`config.mk`:
```
export PLATFORM = sky130hd
export DESIGN_NAME = pdd_front
export DESIGN_NICKNAME = d
export VERILOG_FILES = /design/src/sv/pdd_pkg.sv /design/src/sv/pdd_front.sv
export SDC_FILE = /design/constraint.sdc
export NUM_CORES = 1
export LEC_CHECK = 0
export ABC_AREA = 1
export BUFFER_PORTS_ARGS = -buffer_cell sky130_fd_sc_hd__buf_2
export CAP_MARGIN = 0
export CORE_MARGIN = 3
export CORE_UTILIZATION = 53
export DETAILED_ROUTE_END_ITERATION = 12
export PLACE_DENSITY_LB_ADDON = 0.15
export SLEW_MARGIN = 5
export SYNTH_ARGS = -nofsm -noshare
export SYNTH_HDL_FRONTEND = slang
export SYNTH_SLANG_ARGS = --single-unit
```
`constraint.sdc`:
```
create_clock -name clk -period 5.6 [get_ports clk]
set_input_delay 1.12 -clock clk [delete_from_list [all_inputs] [get_ports clk]]
set_output_delay 1.12 -clock clk [all_outputs]
set_load 0.01 [all_outputs]
```
`src/sv/pdd_pkg.sv`:
```
`timescale 1ns / 1ps
`default_nettype none

package pdd_pkg;

	// default parameter values
	localparam int GAIN_FRAC_BITS_DEF = 24;
	localparam int INTEGRAL_WIDTH_DEF = 48;

	// fixed field widths
	localparam int COUNT_W    = 32;
	localparam int ERR_W      = COUNT_W + 1;
	localparam int DIFF_W     = ERR_W + 1;
	localparam int GAIN_W     = 32;
	localparam int LEVEL_W    = 8;
	localparam int CORR_W     = 16;
	localparam int CFG_IDX_W  = 3;
	localparam int CFG_DATA_W = 32;

	// request queue between front and back
	localparam int QUEUE_DEPTH = 4;

	// register reset values
	localparam logic [GAIN_W-1:0]  PROP_GAIN_RST    = 32'd167772;
	localparam logic [GAIN_W-1:0]  INTEG_GAIN_RST   = 32'd13422;
	localparam logic [GAIN_W-1:0]  DERIV_GAIN_RST   = 32'd168;
	localparam logic [LEVEL_W-1:0] BASE_SPEED_RST   = 8'd17;
	localparam logic [LEVEL_W-1:0] MIRROR_TOTAL_RST = 8'd30;
	localparam logic [LEVEL_W-1:0] DRIVE_MIN_RST    = 8'd12;
	localparam logic [LEVEL_W-1:0] DRIVE_MAX_RST    = 8'd18;

	// register indexes
	typedef enum logic [CFG_IDX_W-1:0] {
		REG_PROP_GAIN    = 3'd0,
		REG_INTEG_GAIN   = 3'd1,
		REG_DERIV_GAIN   = 3'd2,
		REG_BASE_SPEED   = 3'd3,
		REG_MIRROR_TOTAL = 3'd4,
		REG_DRIVE_MIN    = 3'd5,
		REG_DRIVE_MAX    = 3'd6
	} reg_index_t;

	// configuration bundle handed to the back end
	typedef struct packed {
		logic [GAIN_W-1:0]  prop_gain;
		logic [GAIN_W-1:0]  integ_gain;
		logic [GAIN_W-1:0]  deriv_gain;
		logic [LEVEL_W-1:0] base_speed;
		logic [LEVEL_W-1:0] mirror_total;
		logic [LEVEL_W-1:0] drive_min;
		logic [LEVEL_W-1:0] drive_max;
	} cfg_t;

endpackage

`default_nettype wire

```
`src/sv/pdd_front.sv`:
```
`timescale 1ns / 1ps
`default_nettype none

module pdd_front #(
	parameter int INTEGRAL_WIDTH = pdd_pkg::INTEGRAL_WIDTH_DEF
) (
	input  wire logic                                clk,
	input  wire logic                                arst_n,
	input  wire logic                                in_valid,
	output logic                                     in_stall,
	input  wire logic signed [pdd_pkg::COUNT_W-1:0]  left_count,
	input  wire logic signed [pdd_pkg::COUNT_W-1:0]  right_count,
	input  wire logic                                q_full,
	output logic                                     q_push,
	output logic signed [pdd_pkg::ERR_W-1:0]         err,
	output logic signed [INTEGRAL_WIDTH-1:0]         integ,
	output logic signed [pdd_pkg::DIFF_W-1:0]        diff
);

	localparam int ERR_W  = pdd_pkg::ERR_W;
	localparam int IW     = INTEGRAL_WIDTH;

	logic signed [IW-1:0]    integ_q;
	logic signed [ERR_W-1:0] last_err_q;
	logic signed [IW:0]      integ_sum;
	logic                    accept;

	// error is the sum of both wheel counts
	assign err = $signed({left_count[pdd_pkg::COUNT_W-1], left_count})
		+ $signed({right_count[pdd_pkg::COUNT_W-1], right_count});

	// saturating integral update
	always_comb begin
		integ_sum = $signed({integ_q[IW-1], integ_q})
			+ $signed({{(IW+1-ERR_W){err[ERR_W-1]}}, err});
		if (integ_sum[IW] != integ_sum[IW-1]) begin
			integ = integ_sum[IW] ? $signed({1'b1, {(IW-1){1'b0}}})
				: $signed({1'b0, {(IW-1){1'b1}}});
		end else begin
			integ = integ_sum[IW-1:0];
		end
	end

	// derivative input against the previous error
	assign diff = $signed({err[ERR_W-1], err})
		- $signed({last_err_q[ERR_W-1], last_err_q});

	assign in_stall = q_full;
	assign accept   = in_valid && !q_full;
	assign q_push   = accept;

	// controller state advances once per request
	always_ff @(posedge clk or negedge arst_n) begin
		if (!arst_n) begin
			integ_q    <= '0;
			last_err_q <= '0;
		end else if (accept) begin
			integ_q    <= integ;
			last_err_q <= err;
		end
	end

endmodule

`default_nettype wire

```
==> metrics.md, run 1 <==
| Metric | Value |
|---|---|
| CTS H-Tree Depth | `3` |
| Post-Syn Area per Cell | `6.057 um^2` |
| Run status | `aborted with a tool error` |
| CTS sink count | `81` |
| Yosys warnings | `0` |
| Yosys reg bits | `81` |
| CTS Buffer Depth | `2` |
| Post-synth top flop | `dfrtp_1` |
| Initial Util | `54.32%` |
| Clock root buffer | `clkbuf_16` |
| I/O Buffers | `184` |
| Syn Inst Count | `1832` |
| CTS Hold Bufs | `0` |
| Clock buffer count from CTS | `9` |
| Share of flip-flops with an asynchronous set or reset | `100.0%` |
| Core Rows | `52` |
| Worst_ep grt | `integ[42]` |
| Height of the die | `150.7 um` |
| Number of flops mapped to enable cells by yosys | `0` |
| Err | `[ERROR GRT-0232] Routing congestion too high. Check the congestion heatmap in the GUI.` |
| Synthesized Nets | `2018` |
| Sequential cell area fraction in the yosys report | `18.27%` |
| Detailed placement HPWL | `37250 um` |
| GRT Resource Usage Total | `78.84%` |
| Halt Stage | `5_1_grt` |
| Gpl congestion | `1.053` |
| # IOs | `185` |
| Placed cell areas | `16210 um^2` |
| Largest net degree at the start of global routing | `136` |
| Mapped Area | `11100 um^2` |
| GRT Residual Overflow | `280` |
| Netlist cell types | `45` |
| Worst_ep kind | `output port` |
| Die X | `150.7 um` |
| Post-Place Cells | `2716` |
## metrics by stage
| step | hold WS (ns) | setup slack (ns) | TNS (ns) | utilization [%] |
|---|---|---|---|---|
| detailed placement | 0.4720 | -0.6118 | -29.86 | 79.35 |
| floorplan | 0.4490 | -0.02621 | -0.7864 | - |
| global placement | 0.4638 | -0.5228 | -24.02 | 79.35 |
| CTS | 0.4858 | -0.4492 | -18.65 | 88.91 |
## metal layers
| layer | GRT overflow | global-route usage (%) |
|---|---|---|
| met2 | 185 | 97.11 |
| met3 | 5 | 63.25 |
| met4 | 84 | 83.64 |
| met5 | 0 | 25.68 |
| met1 | 6 | 75.69 |
## Yosys cell counts, types with 2 or more instances
library cell	instances	area [um^2]
a21boi_0	3	22.52
a21o_1	11	82.58
a21oi_1	130	650.6
a21oi_2	2	17.52
a31oi_1	40	250.2
and2_1	6	37.54
buf_1	4	15.01
buf_2	5	25.02
buf_4	6	45.04
buf_6	2	22.52
clkbuf_1	12	45.04
dfrtp_1	81	2027
fa_1	3	60.06
ha_1	115	1439
inv_1	264	991.0
inv_2	4	15.01
nand2_1	597	2241
nand2_2	8	50.05
nand2_4	3	33.78
nand3_1	66	330.3
nand3_2	2	20.02
nand3b_1	3	22.52
nand4_1	26	162.7
nor2_1	173	649.4
nor2_2	9	56.30
nor2_4	2	22.52
nor3_1	27	135.1
nor4_1	3	18.77
o211ai_1	3	22.52
o21a_1	4	30.03
o21ai_0	90	450.4
o21ai_2	14	122.6
o21bai_1	17	127.6
o221ai_1	2	17.52
xnor2_1	24	210.2
xor2_1	62	543.0
## repair_timing
item,4_1_cts
buffers inserted,57
gates cloned,10
gates resized for setup,215
pin swaps,58
setup endpoints to repair,68
## kinds of logic after synthesis
logic type	after synthesis	synth area share, %
AND/OR/NAND/NOR	926	34.24
flip-flops	81	18.27
buffers and inverters	299	10.61
adder cells (fa/ha/maj)	118	13.51
XOR/XNOR	86	6.788
AO/OA/AOI/OAI	322	16.59
==> run 2, diff against run 1 <==
Settings changed: CORE_UTILIZATION 53 to 39.
Clock period 5.6 ns to 7.3 ns, I/O delays scaled along.
==> metrics.md, run 2 <==
| Metric | Value |
|---|---|
| Ant. Diodes | `0` |
| # IOs | `185 (unchanged)` |
| Data required, critical path | `5.84 ns` |
| CTS Hold Bufs | `0 (unchanged)` |
| TritonRoute pass-1 iters | `5` |
| Final Skew | `0.005948 ns` |
| Post-Place Cells | `2438 (was 2716)` |
| VDD IR max | `0.4907 mV` |
| First-pass GRT wire length | `65220 um` |
| Vias | `12510` |
| FF/Latch Area | `2027 um^2` |
| Max Freq | `142.5 MHz` |
| Reg clk slew, reported paths | `0.07 ns` |
| Pleak | `7.341 nW` |
| FILL cells | `3067` |
| Setup TNS Final | `0 ns` |
| Number of flops mapped to enable cells by yosys | `0 (unchanged)` |
| I/O Buffers | `184 (unchanged)` |
| Critical path buffers and inverters | `6` |
| Yosys top cell by area | `nand2_1 (unchanged)` |
| Layout Nets | `2265` |
| Initial Util | `39.72% (was 54.32%)` |
| DRT iter0 DRCs | `737` |
| Commonest non-fill, non-tap cell in the layout | `nand2_1` |
| Post-layout minimum cycle time | `7.019 ns` |
| CTS Buffer Depth | `2 (unchanged)` |
| DRT Wirelength | `42480 um` |
| Share of flip-flops with an asynchronous set or reset | `100.0% (unchanged)` |
| Mapped Area | `11100 um^2 (unchanged)` |
| Pre-CTS WS | `0.005504 ns (was -0.6118 ns)` |
| Endpoints failing hold | `0` |
| Most instantiated library cell after synthesis | `nand2_1 (unchanged)` |
| GRT Resource Usage Total | `27.04%` |
| Final non-filler cell total | `2462` |
| Synthesized Nets | `2018 (unchanged)` |
| Most flops, register | `integ_q` |
| Detailed placement HPWL | `35670 um (was 37250 um)` |
| Core Rows | `61 (was 52)` |
| Tcrit/Tclk final | `96.15%` |
| Gpl congestion | `0.9627 (was 1.053)` |
| CTS tree | `built` |
| Worst Path Max Fanout | `15` |
| Vias per cell | `5.082` |
| Multi-input gate area | `8235 um^2` |
| Largest registers | `integ_q (48), last_err_q (33)` |
| CORE AREA | `27930 um^2` |
| Final ANT Viol Nets | `0` |
| Area Growth Syn to Fin | `23.26%` |
| Initial antenna violation count | `0` |
| GRT Residual Overflow | `0` |
| Post-synth top flop | `dfrtp_1 (unchanged)` |
| Largest cells by area after synthesis | `nand2_1 (20%), dfrtp_1 (18%), ha_1 (13%), inv_1 (8.9%), a21oi_1 (5.9%) (unchanged)` |
| Largest net degree at the start of global routing | `75` |
| Relative slew slack | `25.17%` |
| Setup ws final | `0.2808 ns` |
| Clock root buffer | `clkbuf_16 (unchanged)` |
| RSZ-0062 raised after global routing | `false` |
| Worst hold margin | `0.4871 ns` |
| Setup violators final | `0` |
| Most frequent cells in the layout | `nand2_1 (589), inv_1 (264), buf_2 (183), nor2_1 (165), a21oi_1 (119)` |
| CP delay by family, top | `simple AND/OR/NAND/NOR gates` |
| Max stage delay on crit path | `0.37 ns` |
| Die X | `174.7 um (was 150.7 um)` |
| # DRC | `0` |
| Critical-path top delay cell | `ha_1` |
| Yosys warnings | `0 (unchanged)` |
| Maxcap violations | `0` |
| Proportion of layout cells with a drive suffix above 1 | `18.23%` |
| Height of the die | `174.7 um (was 150.7 um)` |
| Syn Inst Count | `1832 (unchanged)` |
| Max reg flops | `48` |
| Crit start category | `primary input` |
| Yosys top cell area share | `20.19% (unchanged)` |
| Least-Margin Pin Slew | `1.116 ns` |
| WS Path Type | `primary input to output port` |
| Hold Path Class | `flip-flop to flip-flop` |
| Netlist cell types | `45 (unchanged)` |
| Critical Path End Type | `output port` |
| Most used cell, CP | `nand2_1` |
| Run status | `complete, no violations (was aborted with a tool error)` |
| Post-Syn Area per Cell | `6.057 um^2 (unchanged)` |
| Pwr Density | `555.1 nW/um^2` |
| Fin util | `48.97%` |
| Wire per inst | `17.26 um` |
| Skew-Pair Late Insertion Delay | `0.36 ns` |
| Die ar. | `30510 um^2` |
| CTS H-Tree Depth | `3 (unchanged)` |
| Yosys reg bits | `81 (unchanged)` |
| Post-synth top cells | `nand2_1 (597), inv_1 (264), nor2_1 (173), a21oi_1 (130), ha_1 (115) (unchanged)` |
| Clock buffer count from CTS | `9 (unchanged)` |
| Slew Viols, Final | `0` |
| Data arrival, critical path | `5.56 ns` |
| Sequential cell area fraction in the yosys report | `18.27% (unchanged)` |
| CTS sink count | `81 (unchanged)` |
| Number of global-route vias before repair | `12380` |
run 2: cell counts after synthesis:
Identical to the previous run, type by type.
run 2: routing by layer:
metal	vias up	global-route usage, %	share of wire [%]
li1	6425	-	-
met1	5644	34.04	44
met2	359	47.25	47
met3	85	2.868	4.6
met4	0	11.04	4.2
met5	-	0	0
run 2: stage by stage:
stage	power [mW]	cell area (um^2)
2_1_floorplan	4.499	11100
3_3_place_gp	6.753	12950
3_5_place_dp	6.754	12950
4_1_cts	7.255	13240
5_1_grt	8.283	13680
6_report	7.593	13680
run 2: what timing repair did:
item | 4_1_cts | 5_1_grt
pin swaps | 0 | 10
gates cloned | 0 | 4
setup buffers | 0 | 4
resized for setup | 1 | 65
endpoints found under the setup margin | 4 | 47
run 2: kinds of logic after synthesis:
kind of cell    count (synthesis)  share of synthesized area (%)
simple gates                  926                          34.24
compound gates                322                          16.59
buf+inv                       299                          10.61
fa+ha+maj                     118                          13.51
xor+xnor                       86                          6.788
flops                          81                          18.27
run 2: tightest hold or removal path, cell delays in order (launching register included):
cell     delay [ns]
dfrtp_1        0.35
nand2_1        0.05
nand2_1        0.06
run 2: worst paths after layout:
kind	start	end	slack, ns	cells past startpoint
max	left_count[12]	integ[4]	0.28	28
min	last_err_q[29]$_DFFE_PN0P_	last_err_q[29]$_DFFE_PN0P_	0.49	2
max reg2reg	integ_q[0]$_DFFE_PN0P_	integ_q[20]$_DFFE_PN0P_	4.14	16
min reg2reg	last_err_q[29]$_DFFE_PN0P_	last_err_q[29]$_DFFE_PN0P_	0.49	2
max in group asynchronous	arst_n	last_err_q[13]$_DFFE_PN0P_	5.18	2
min in group asynchronous	arst_n	integ_q[45]$_DFFE_PN0P_	1.07	1
run 2: area by class of cell:
type / instances / area share, %
clock buffers: 9 / 1.647
clock inverters: 7 / 0.4482
inverters: 269 / 7.382
multi-input cells: 1453 / 60.21
flip-flops and latches: 81 / 14.82
well taps: 378 / 3.458
repair buffers: 265 / 12.04
run 2: power by group:
group	internal [mW]	switching, mW	leakage (nW)
clock network	0.238	0.232	0.140
logic	2.39	3.98	6.25
registers	0.619	0.136	0.955
Power figures use the tool's default switching activity.
