===== config.mk =====
export PLATFORM = sky130hd
export DESIGN_NAME = pdd_queue
export DESIGN_NICKNAME = d
export VERILOG_FILES = /design/src/sv/pdd_pkg.sv /design/src/sv/pdd_queue.sv
export SDC_FILE = /design/constraint.sdc
export NUM_CORES = 1
export LEC_CHECK = 0
export BUFFER_PORTS_ARGS = -buffer_cell sky130_fd_sc_hd__clkbuf_2
export CAP_MARGIN = 20
export CORE_MARGIN = 10
export CORE_UTILIZATION = 50
export CTS_BUF_LIST = sky130_fd_sc_hd__clkbuf_8
export DETAILED_ROUTE_END_ITERATION = 16
export PLACE_DENSITY = 0.74
export SLEW_MARGIN = 5
export SYNTH_ARGS = -nofsm -noshare
export SYNTH_HDL_FRONTEND = slang
export SYNTH_SLANG_ARGS = --single-unit

===== constraint.sdc =====
create_clock -name clk -period 3.7 [get_ports clk]
set_input_delay 0.74 -clock clk [delete_from_list [all_inputs] [get_ports clk]]
set_output_delay 0.74 -clock clk [all_outputs]
set_load 0.005 [all_outputs]

===== src/sv/pdd_pkg.sv =====
`timescale 1ns / 1ps
`default_nettype none

package pdd_pkg;

	// default parameter values
	localparam int GAIN_FRAC_BITS_DEF = 24;
	localparam int INTEGRAL_WIDTH_DEF = 48;

	// fixed field widths
	localparam int COUNT_W    = 32;
	localparam int ERR_W      = COUNT_W + 1;
	localparam int DIFF_W     = ERR_W + 1;
	localparam int GAIN_W     = 32;
	localparam int LEVEL_W    = 8;
	localparam int CORR_W     = 16;
	localparam int CFG_IDX_W  = 3;
	localparam int CFG_DATA_W = 32;

	// request queue between front and back
	localparam int QUEUE_DEPTH = 4;

	// register reset values
	localparam logic [GAIN_W-1:0]  PROP_GAIN_RST    = 32'd167772;
	localparam logic [GAIN_W-1:0]  INTEG_GAIN_RST   = 32'd13422;
	localparam logic [GAIN_W-1:0]  DERIV_GAIN_RST   = 32'd168;
	localparam logic [LEVEL_W-1:0] BASE_SPEED_RST   = 8'd17;
	localparam logic [LEVEL_W-1:0] MIRROR_TOTAL_RST = 8'd30;
	localparam logic [LEVEL_W-1:0] DRIVE_MIN_RST    = 8'd12;
	localparam logic [LEVEL_W-1:0] DRIVE_MAX_RST    = 8'd18;

	// register indexes
	typedef enum logic [CFG_IDX_W-1:0] {
		REG_PROP_GAIN    = 3'd0,
		REG_INTEG_GAIN   = 3'd1,
		REG_DERIV_GAIN   = 3'd2,
		REG_BASE_SPEED   = 3'd3,
		REG_MIRROR_TOTAL = 3'd4,
		REG_DRIVE_MIN    = 3'd5,
		REG_DRIVE_MAX    = 3'd6
	} reg_index_t;

	// configuration bundle handed to the back end
	typedef struct packed {
		logic [GAIN_W-1:0]  prop_gain;
		logic [GAIN_W-1:0]  integ_gain;
		logic [GAIN_W-1:0]  deriv_gain;
		logic [LEVEL_W-1:0] base_speed;
		logic [LEVEL_W-1:0] mirror_total;
		logic [LEVEL_W-1:0] drive_min;
		logic [LEVEL_W-1:0] drive_max;
	} cfg_t;

endpackage

`default_nettype wire


===== src/sv/pdd_queue.sv =====
`timescale 1ns / 1ps
`default_nettype none

module pdd_queue #(
	parameter int WIDTH = pdd_pkg::ERR_W + pdd_pkg::INTEGRAL_WIDTH_DEF + pdd_pkg::DIFF_W
) (
	input  wire logic             clk,
	input  wire logic             arst_n,
	input  wire logic             push,
	input  wire logic [WIDTH-1:0] push_data,
	output logic                  full,
	output logic                  pop_valid,
	input  wire logic             pop,
	output logic [WIDTH-1:0]      pop_data
);

	localparam int DEPTH = pdd_pkg::QUEUE_DEPTH;
	localparam int PTR_W = $clog2(DEPTH);

	logic [WIDTH-1:0] mem_q [DEPTH];
	logic [PTR_W-1:0] wr_ptr_q;
	logic [PTR_W-1:0] rd_ptr_q;
	logic [PTR_W:0]   count_q;

	assign full      = (count_q == (PTR_W+1)'(DEPTH));
	assign pop_valid = (count_q != '0);
	assign pop_data  = mem_q[rd_ptr_q];

	// entry storage
	always_ff @(posedge clk) begin
		if (push) begin
			mem_q[wr_ptr_q] <= push_data;
		end
	end

	// pointers and fill count
	always_ff @(posedge clk or negedge arst_n) begin
		if (!arst_n) begin
			wr_ptr_q <= '0;
			rd_ptr_q <= '0;
			count_q  <= '0;
		end else begin
			if (push) begin
				wr_ptr_q <= (wr_ptr_q == PTR_W'(DEPTH - 1)) ? '0 : wr_ptr_q + 1'b1;
			end
			if (pop) begin
				rd_ptr_q <= (rd_ptr_q == PTR_W'(DEPTH - 1)) ? '0 : rd_ptr_q + 1'b1;
			end
			if (push && !pop) begin
				count_q <= count_q + 1'b1;
			end else if (pop && !push) begin
				count_q <= count_q - 1'b1;
			end
		end
	end

	// fill count stays within the depth
	assert property (@(posedge clk) disable iff (!arst_n)
		count_q <= (PTR_W+1)'(DEPTH))
		else $error("queue count beyond depth");

	// a lone pop drains exactly one entry
	assert property (@(posedge clk) disable iff (!arst_n)
		pop && !push |=> count_q == $past(count_q) - 1'b1)
		else $error("queue count wrong after pop");

endmodule

`default_nettype wire


Word-level counts from Yosys, hierarchy flattened
Memory sizes are Yosys's and may differ from the RTL's.
Cells that the tools add are included.
Word-level totals
  word-level logic and storage cells: 23
  output and inout port bits: 117
  flip-flop bits (word level): 7
  memories kept: 1
  RAM bits: 460
  input bits: 119
Memories
  mem_q: words 4, width 115, rd ports 1, clocked after memory_dff 0, write ports 1, line pdd_queue.sv:20  | logic [WIDTH-1:0] mem_q [DEPTH];
Cells by class
  add/subtract/negate cells: 4
  reduce and logical (&&, ||, !) cells: 6
  eq/ne operators: 3
  mux-type cells: 6
Operators by type and width (count)
  $mux W3: 2
  $add A2 B1 Y2 const B: 2
  $eq A2 B2 Y1 const B: 2
  $mux W2: 2
  $add A3 B1 Y3 const B: 1
  $eq A3 B3 Y1 const B: 1
  $reduce_bool A3 Y1: 1
  $sub A3 B1 Y3 const B: 1
  $logic_and A1 B1 Y1: 2
  $logic_not A1 Y1: 2
  $mux W1: 2
  $reduce_bool A2 Y1: 1

Longest topological paths before layout
Gate-level depths: netlist (run 1).
  word-level depth: 4
  mapped depth: 7
  mapped depth without buffers: 7

Least setup slack after synthesis (run 1)
Ideal clock, no wire load.
  path type: input port to flip-flop
  start point: input push
  end point: memory mem_q[2][0] (netlist name), enable pin
  slack: -0.170 ns
  stages on the path: 1
  setup time: 0.487 ns
  path buffers: 0
  arrival time: 3.383 ns
  data required time: 3.213 ns
  cell sequence: and2_1
Between the ends
  word-level cells in the longest chain between the ends: 2
Ends and longest elaborated chain
  from (decl): line pdd_queue.sv:9  | input wire logic push,
  $mux W1: line pdd_queue.sv:31  | if (push) begin
  $mux W1 (implied by the code): line pdd_queue.sv:32  | mem_q[wr_ptr_q] <= push_data;
  to (decl): line pdd_queue.sv:20
No other way between the ends.

Final worst setup path (run 1)
  start point: register rd_ptr_q[0]
  end point: output pop_data[60]
Between the ends
  word-level cells in the longest chain between the ends: 1
Ends and longest elaborated chain
  from (decl): line pdd_queue.sv:22  | logic [PTR_W-1:0] rd_ptr_q;
  from (signal assigned): line pdd_queue.sv:47  | rd_ptr_q <= (rd_ptr_q == PTR_W'(DEPTH - 1)) ? '0 : rd_ptr_q + 1'b1;
  $mem_v2 Z4 W115
  to (decl): line pdd_queue.sv:14  | output logic [WIDTH-1:0] pop_data
No other way between the ends.

==> metrics.txt, run 1 <==
Internal Power=10.8 mW; maximum operating frequency=0.320 GHz; Net Sw Frac=0.280; status=completed; CTS max path bufs=3; top post-synthesis cells by area=edfxtp_1 (81%), mux4_2 (15%), dfrtp_1 (1.0%); DRT Wirelength=32,600 um; CP startpoint kind=flop; multi-input logic area=2820 sq um; PortBufs=235; reg-to-reg startpoint=wr_ptr_q[1]; Die X=204 um; CTS tree=done; synth-to-layout area growth=18.5%; delay of the slowest cell on the worst path=0.60 ns; Syn Nets=764; Leak=6.99 nW; #FFs+latches synth=467; library cells used by synthesis=19; H-tree levels=3; total gr overflow=0; RD Place Congestion=0.697; first-pass GRT wire length=50,300 um; initial core utilization=0.506; worst path bufs/invs=2; Slew Limit Fails=0; Switch Pwr=4.20 mW; DRT antenna net count=0; FF+latch area=14,000 sq um; Die Span Y=204 um; die area=41,700 sq um; Core ar.=33,500 sq um; top cells by count, synth=edfxtp_1 (460), mux4_2 (115), buf_2 (14); number of global-route vias before repair=8,399; Final Hold Viols=0; Max Cap Viol=0; Hold Path Origin=push_data[106]; WS Path Type=flop to output port; Synth area leader=edfxtp_1; setup TNS=0 ns; DR vias=7,709; RSZ-0062 raised after global routing=no; clk_skew=0.0235 ns; clock root buffer=clkbuf_8; Comb power frac=0.270; final setup fails=0; critical path data arrival time=2.38 ns; pin count of the biggest net entering global routing=68; CP startpoint=rd_ptr_q[0]; PwrDens=745 nW/um^2; CTS resizes=0; CP delay by family, top=flip-flops; diode count=0; EDFF count, synth=460; most instantiated library cell after synthesis=edfxtp_1; DRC=0; Clock Latency Late Sink=0.61 ns; Starting DRT DRC Count=372; Clk pwr share=0.257; mean post-synth cell area=26.6 sq um; sequential element share of the synthesized area=0.824; Syn Inst Count=638; share of layout cells above drive strength 1=0.468; # fillers=2,354; Worst Path Required=2.96 ns; drt pass-1 iters=5; total CTS buffers=74; GRT Util Overall=0.159; Main synth FF type=edfxtp_1; Rel. slew slack=0.502; initial antenna violation count=3; Critical Path Sink Type=output port; clock slew at reported path FFs=0.06 ns; Fin Hold WS=0.347 ns; Cell Rows=67; Post-Layout Cell Count=1,437; warnings from Yosys=0; min Tclk post-route=3.12 ns; final cycle utilization of the critical path=0.843; VDD IR-drop max=0.496 mV; kind of path behind the tightest hold check=primary input to flop; Nets=1,063; Slew @ Worst Pin=0.746 ns; CP max stage cell=dfrtp_4; # IOs=236; Clock Sinks=467; drt wl/cell=22.7 um; via/cell ratio=5.36; top cell type's share of synthesized area=0.814; HPWL after detailed placement=20,600 um; placed cells=1,308; CP Max Fanout=21; mapped cell area=17,000 sq um; Reg power frac=0.473; cells along the critical path=buf_4 > mux4_2 > clkbuf_2; asr flop ratio synth=0.0150
cell usage in the layout, fill, tap and decap left out, drive strengths merged:
master,count
and2,4
xor2,2
dfrtp,7
clkinvlp,2
mux2,3
fa,1
clkinv,24
or3,1
edfxtp,460
nand2,2
xnor2,1
bufinv,1
nor3b,1
mux4,115
inv,29
buf,13
clkbuf,311
nor2,3
ha,6
dlygate4sd3,1
o21ai,2
cell families (layout without fill, tap and decap cells):
kind of cell | after synthesis | in the layout | share of synthesized area
XOR/XNOR | 3 | 3 | 0.00155
adder cells (fa/ha/maj) | 7 | 7 | 0.00560
AO/OA/AOI/OAI | 2 | 2 | 0.000590
AND/OR/NAND/NOR | 11 | 11 | 0.00339
flip-flops | 467 | 467 | 0.824
multiplexers | 118 | 118 | 0.155
buffers and inverters | 30 | 381 | 0.0101
metrics by stage:
step	total power, mW	setup slack, ns	util	area, sq um
3_5_place_dp	11.4	1.14	0.560	18800
2_1_floorplan	9.61	1.09	-	17000
4_1_cts	15.3	0.466	0.600	20100
6_report	15.0	0.580	0.600	20100
5_1_grt	15.8	0.412	0.600	20100
3_3_place_gp	11.3	1.14	0.560	18800
area by class of cell:
type / count / share of cell area
clock buffers: 76 / 0.0520
clock inverters: 52 / 0.0129
inverters: 4 / 0.000747
multi-input cells: 141 / 0.140
flip-flops and latches: 467 / 0.696
well taps: 448 / 0.0279
repair buffers: 249 / 0.0701
flip-flops by register name (all words and copies together) (netlist names):
name and count:
mem_q 460, rd_ptr_q 2, count_q 3, wr_ptr_q 2
power by group through the flow:
stage / Clock, mW / Sequential, mW / Combinational, mW
2_1_floorplan: 0 / 7.04 / 2.57
3_3_place_gp: 0 / 7.16 / 4.18
3_5_place_dp: 0 / 7.21 / 4.20
4_1_cts: 3.98 / 7.11 / 4.22
5_1_grt: 4.23 / 7.17 / 4.40
6_report: 3.85 / 7.09 / 4.05
per-layer routing:
metal / global-route usage / wire (um)
met1: 0.191 / 12400
met2: 0.262 / 17100
met3: 0.0514 / 2430
met4: 0.0616 / 620
met5: 0 / 44
final timing paths:
| path | endpoint | slack, ns | depth (start not counted) |
|---|---|---|---|
| worst max-delay path | pop_data[60] | 0.58 | 3 |
| worst min-delay path | mem_q[0][106] | 0.35 | 1 |
| worst max register to register | mem_q[0][65] | 1.73 | 4 |
| worst min register to register | count_q[2] | 0.48 | 1 |
| max in group asynchronous | rd_ptr_q[0] | 2.98 | 2 |
| min in group asynchronous | count_q[2] | 0.51 | 2 |
what timing repair did:
item                                   in CTS  in global routing
hold buffers                                1                  0
setup buffers                               0                  0
endpoints found under the hold margin       7                  0
No activity file was read; power rests on OpenSTA's default activity.
==> run 2: changes to the inputs <==
==> constraint.sdc (replaced) <==
create_clock -name clk -period 2.63 [get_ports clk]
set_input_delay 0.526 -clock clk [delete_from_list [all_inputs] [get_ports clk]]
set_output_delay 0.526 -clock clk [all_outputs]
set_load 0.005 [all_outputs]
==> metrics.txt, run 2 (same netlist as run 1, synthesis figures left out) <==
status=completed (unchanged); # fillers=2,311 (was 2,354); CP startpoint kind=flop (unchanged); drt wl/cell=24.4 um (was 22.7 um); Rel. slew slack=0.636 (was 0.502); Starting DRT DRC Count=487 (was 372); final setup fails=0 (unchanged); top layer used by detailed routing=met5 (unchanged); Biggest register=mem_q (unchanged); DR vias=7,924 (was 7,709); clock root buffer=clkbuf_8 (unchanged); # IOs=236 (unchanged); CP Max Fanout=7 (was 21); Slew Limit Fails=0 (unchanged); Clock Latency Late Sink=0.59 ns (was 0.61 ns); Leak=7.30 nW (was 6.99 nW); VDD IR-drop max=0.647 mV (was 0.496 mV); drt pass-1 iters=4 (was 5); synth-to-layout area growth=21.9% (was 18.5%); DRT Wirelength=35,900 um (was 32,600 um); HPWL after detailed placement=21,700 um (was 20,600 um); wl on met1=14,000 um (was 12,400 um); Hold Path Origin=push_data[106] (unchanged); final cycle utilization of the critical path=0.993; Worst Path Required=2.10 ns (was 2.96 ns); post-route cell area=20,700 sq um (was 20,100 sq um); RSZ-0062 raised after global routing=yes (was no); maximum operating frequency=0.383 GHz; Clock Sinks=467 (unchanged); initial core utilization=0.506 (unchanged); max FFs per register=460 (unchanged); Critical Path Sink Type=output port (unchanged); CTS max path bufs=3 (unchanged); Nets=1,092 (was 1,063); CTS tree=done (unchanged); CP startpoint=rd_ptr_q[0] (unchanged); GRT Util Overall=0.166 (was 0.159); Slew @ Worst Pin=0.545 ns (was 0.746 ns); min Tclk post-route=2.61 ns; Cell Rows=67 (unchanged); met2 wire len=18,200 um (was 17,100 um); critical path data arrival time=2.09 ns (was 2.38 ns); commonest non-fill, non-tap cell in the layout=edfxtp_1 (unchanged); DRT antenna net count=0 (unchanged); commonest non-fill, non-tap cells in the layout=edfxtp_1 (460), clkbuf_2 (235), mux4_2 (115) (unchanged); Design Power=22.3 mW (was 15.0 mW); Post-Layout Cell Count=1,472 (was 1,437); total gr overflow=0 (unchanged); Core ar.=33,500 sq um (unchanged); clock slew at reported path FFs=0.06 ns (about the same); total CTS buffers=74 (unchanged); first-pass GRT wire length=52,300 um (was 50,300 um); clk_skew=0.0171 ns (was 0.0235 ns); Die Span Y=204 um (unchanged); kind of path behind the tightest hold check=primary input to flop (unchanged); Placement Cell Area=18,900 sq um (was 18,800 sq um); die area=41,700 sq um (unchanged); PwrDens=1080 nW/um^2 (was 745 nW/um^2); DRC=0 (unchanged); WS Path Type=flop to output port (unchanged); placed cells=1,317 (was 1,308); via/cell ratio=5.38 (was 5.36); initial antenna violation count=4 (was 3); pin count of the biggest net entering global routing=44 (was 68); WL met3=2890 um (was 2430 um); share of layout cells above drive strength 1=0.483 (was 0.468); Final Hold Viols=0 (unchanged); reg-to-reg startpoint=wr_ptr_q[0] (was wr_ptr_q[1]); Die X=204 um (unchanged); RD Place Congestion=0.690 (was 0.697); PortBufs=235 (unchanged); Max Cap Viol=0 (unchanged); H-tree levels=3 (unchanged); Regs by FF count=mem_q (460), count_q (3) (unchanged); number of global-route vias before repair=8,621 (was 8,399)
==> run 2: cell type report <==
cell class	instances	area (sq um)	area share
Sequential cell	467	14000	0.676
Clock inverter	52	255	0.0123
Timing Repair Buffer	278	1950	0.0944
Tap cell	448	561	0.0271
Antenna cell	3	7.51	0.000363
Multi-Input combinational cell	141	2820	0.136
Inverter	4	15.0	0.000725
Clock buffer	79	1090	0.0525
==> run 2: timing repair <==
| action | in CTS | in global routing |
|---|---|---|
| hold buffers | 1 | 0 |
| endpoints found under the setup margin | 106 | 113 |
| endpoints found under the hold margin | 7 | 0 |
| setup buffers | 3 | 5 |
| gates resized for setup | 1 | 16 |
| cloned | 0 | 12 |
==> run 2: final timing paths <==
| kind | to | slack, ns | cells after the start |
|---|---|---|---|
| min | mem_q[3][106] | 0.15 | 1 |
| min in group asynchronous | count_q[2] | 0.33 | 2 |
| max in group asynchronous | rd_ptr_q[0] | 2.10 | 2 |
| max reg2reg | mem_q[0][105] | 0.89 | 4 |
| max | pop_data[112] | 0.02 | 4 |
| min reg2reg | count_q[2] | 0.49 | 1 |
==> run 2: metrics by stage <==
step / setup TNS, ns / hold WS, ns / utilization / setup slack (ns)
4_1_cts: -4.34 / 0.103 / 0.606 / -0.0832
3_3_place_gp: 0 / 0.380 / 0.565 / 0.403
2_1_floorplan: 0 / 0.230 / - / 0.149
6_report: 0 / 0.150 / 0.617 / 0.0171
3_5_place_dp: 0 / 0.380 / 0.565 / 0.388
5_1_grt: -3.81 / 0.102 / 0.617 / -0.0653
==> run 2: where the power goes <==
group	total (mW)	switching (mW)	leakage, nW	internal, mW
Combinational	6.85	3.31	2.20	3.54
Clock	5.54	2.66	0.797	2.88
Sequential	9.88	0.344	4.31	9.53
Total	22.3	6.32	7.30	15.9
==> run 2: worst max-delay path: stages (launching register included) <==
cell and delay, ns:
dfrtp_4 0.47, buf_6 0.18, clkbuf_16 0.18, mux4_2 0.52, clkbuf_2 0.13
==> run 2: per-layer routing <==
layer | vias to the layer above | track usage
met3 | 64 | 0.0548
met2 | 292 | 0.262
li1 | 3446 | -
met5 | - | 0
met4 | 2 | 0.0659
met1 | 4120 | 0.209
==> run 3: changes to the inputs <==
--- a/config.mk
+++ b/config.mk
@@ -11,7 +11,7 @@
 export CORE_UTILIZATION = 50
 export CTS_BUF_LIST = sky130_fd_sc_hd__clkbuf_8
 export DETAILED_ROUTE_END_ITERATION = 16
-export PLACE_DENSITY = 0.74
+export PLACE_DENSITY = 0.71
 export SLEW_MARGIN = 5
 export SYNTH_ARGS = -nofsm -noshare
 export SYNTH_HDL_FRONTEND = slang
==> constraint.sdc (replaced) <==
create_clock -name clk -period 3.1 [get_ports clk]
set_input_delay 0.62 -clock clk [delete_from_list [all_inputs] [get_ports clk]]
set_output_delay 0.62 -clock clk [all_outputs]
set_load 0.005 [all_outputs]
==> metrics.txt, run 3 (same netlist as run 1, synthesis figures left out) <==
DRT Wirelength=33,000 um (was 35,900 um); Critical Path Sink=pop_data[57] (was pop_data[112]); share of layout cells above drive strength 1=0.465 (was 0.483); Clock Sinks=467 (unchanged); Die X=204 um (unchanged); FF+latch area=14,000 sq um (unchanged); total gr overflow=0 (unchanged); final cycle utilization of the critical path=0.908; clock slew at reported path FFs=0.06 ns (about the same); multi-input logic area=2820 sq um (unchanged); # fillers=2,392 (was 2,311); R2R Path End=mem_q[1][68] (was mem_q[0][105]); final setup fails=0 (unchanged); clk_skew=0.0264 ns (was 0.0171 ns); Slew Limit Fails=0 (unchanged); synth-to-layout area growth=19.3% (was 21.9%); Core ar.=33,500 sq um (unchanged); cells along the critical path=buf_4 > mux4_2 > clkbuf_2 (was buf_6 > clkbuf_16 > mux4_2 > clkbuf_2); # IOs=236 (unchanged); DRT antenna net count=0 (unchanged); status=completed (unchanged); setup TNS=0 ns (unchanged); Biggest register=mem_q (unchanged); RD Place Congestion=0.699 (was 0.690); DR vias=7,685 (was 7,924); Design Power=18.2 mW (was 22.3 mW); total CTS buffers=74 (unchanged); PortBufs=235 (unchanged); RSZ-0062 raised after global routing=no (was yes); Die Span Y=204 um (unchanged); clock root buffer=clkbuf_8 (unchanged); Clock Latency Late Sink=0.59 ns (about the same); pin count of the biggest net entering global routing=62 (was 44); Post-Layout Cell Count=1,451 (was 1,472); die area=41,700 sq um (unchanged); initial antenna violation count=3 (was 4); Placement Cell Area=18,900 sq um (about the same); kind of path behind the tightest hold check=primary input to flop (unchanged); Nets=1,071 (was 1,092); Worst Path Required=2.48 ns (was 2.10 ns); first-pass GRT wire length=50,500 um (was 52,300 um); PwrDens=898 nW/um^2 (was 1080 nW/um^2); DRC=0 (unchanged); H-tree levels=3 (unchanged); initial core utilization=0.506 (unchanged); drt wl/cell=22.7 um (was 24.4 um); Final Hold Viols=0 (unchanged); WS Path Type=flop to output port (unchanged); R2R setup slack=1.23 ns (was 0.89 ns); delay of the slowest cell on the worst path=0.60 ns (was 0.52 ns); Regs by FF count=mem_q (460), count_q (3) (unchanged); CP max stage cell=dfrtp_4 (was mux4_2); Starting DRT DRC Count=465 (was 487); CP startpoint kind=flop (unchanged); Slew @ Worst Pin=0.450 ns (was 0.545 ns); commonest non-fill, non-tap cells in the layout=edfxtp_1 (460), clkbuf_2 (235), mux4_2 (115) (unchanged); Max Cap Viol=0 (unchanged); number of global-route vias before repair=8,381 (was 8,621); CP startpoint=rd_ptr_q[0] (unchanged); Fin Hold WS=0.223 ns (was 0.150 ns); Cell Rows=67 (unchanged); post-route cell area=20,300 sq um (was 20,700 sq um); critical path data arrival time=2.19 ns (was 2.09 ns); CTS max path bufs=3 (unchanged); HPWL after detailed placement=20,700 um (was 21,700 um); Leak=7.08 nW (was 7.30 nW); commonest non-fill, non-tap cell in the layout=edfxtp_1 (unchanged); Rel. slew slack=0.700 (was 0.636); VDD IR-drop max=0.590 mV (was 0.647 mV); via/cell ratio=5.30 (was 5.38); CP Max Fanout=12 (was 7); GRT Util Overall=0.160 (was 0.166); CTS tree=done (unchanged); worst-case reg-to-reg path depth=4 (unchanged); maximum operating frequency=0.355 GHz; drt pass-1 iters=4 (unchanged); placed cells=1,315 (was 1,317); Critical Path Sink Type=output port (unchanged); max FFs per register=460 (unchanged); min Tclk post-route=2.81 ns; reg-to-reg startpoint=wr_ptr_q[1] (was wr_ptr_q[0])
-- run 3: worst max-delay path: cells and delay by family, from the launching register on --
family,cells,cell delay [ns]
buf+inv,2,0.45
mux,1,0.54
flops,1,0.60
-- run 3: layer usage --
layer  GRT usage  share of wire
met1       0.205           0.40
met4      0.0569          0.017
met3      0.0571          0.087
met5           0        0.00079
met2       0.249           0.49
-- run 3: final cells by class --
class	instances	area share
tap	448	0.0277
timing repair buffer	257	0.0735
multi-input combinational	141	0.139
sequential	467	0.691
inverter	4	0.000741
clock inverter	54	0.0137
clock buffer	79	0.0537
antenna	1	0.000124
-- run 3: worst min path at each step --
stage,slack [ns],start,cells past startpoint,end
after floorplan,0.32,arst_n,0,count_q[0]
after global placement,0.47,arst_n,1,count_q[2]
after detailed placement,0.47,arst_n,1,count_q[2]
after CTS,0.17,push_data[23],1,mem_q[0][23]
after global routing,0.19,push_data[35],1,mem_q[1][35]
final,0.22,push_data[23],1,mem_q[0][23]
-- run 3: per-stage QoR --
stage          setup WS [ns]   util
6_report               0.286  0.604
5_1_grt                0.129  0.604
4_1_cts               0.0235  0.603
3_5_place_dp           0.689  0.562
3_3_place_gp           0.712  0.562
2_1_floorplan          0.607      -
-- run 3: repair_timing --
action | CTS | global route
hold buffers | 1 | 0
hold endpoints to repair | 7 | 0
buffers inserted | 0 | 1
endpoints found under the setup margin | 0 | 21
gates resized for setup | 0 | 0
-- run 3: report_power, final --
part | internal [mW] | switching [mW] | leakage (nW)
sequential | 8.09 | 0.319 | 4.31
clock | 2.52 | 2.25 | 0.794
combinational | 2.50 | 2.51 | 1.98
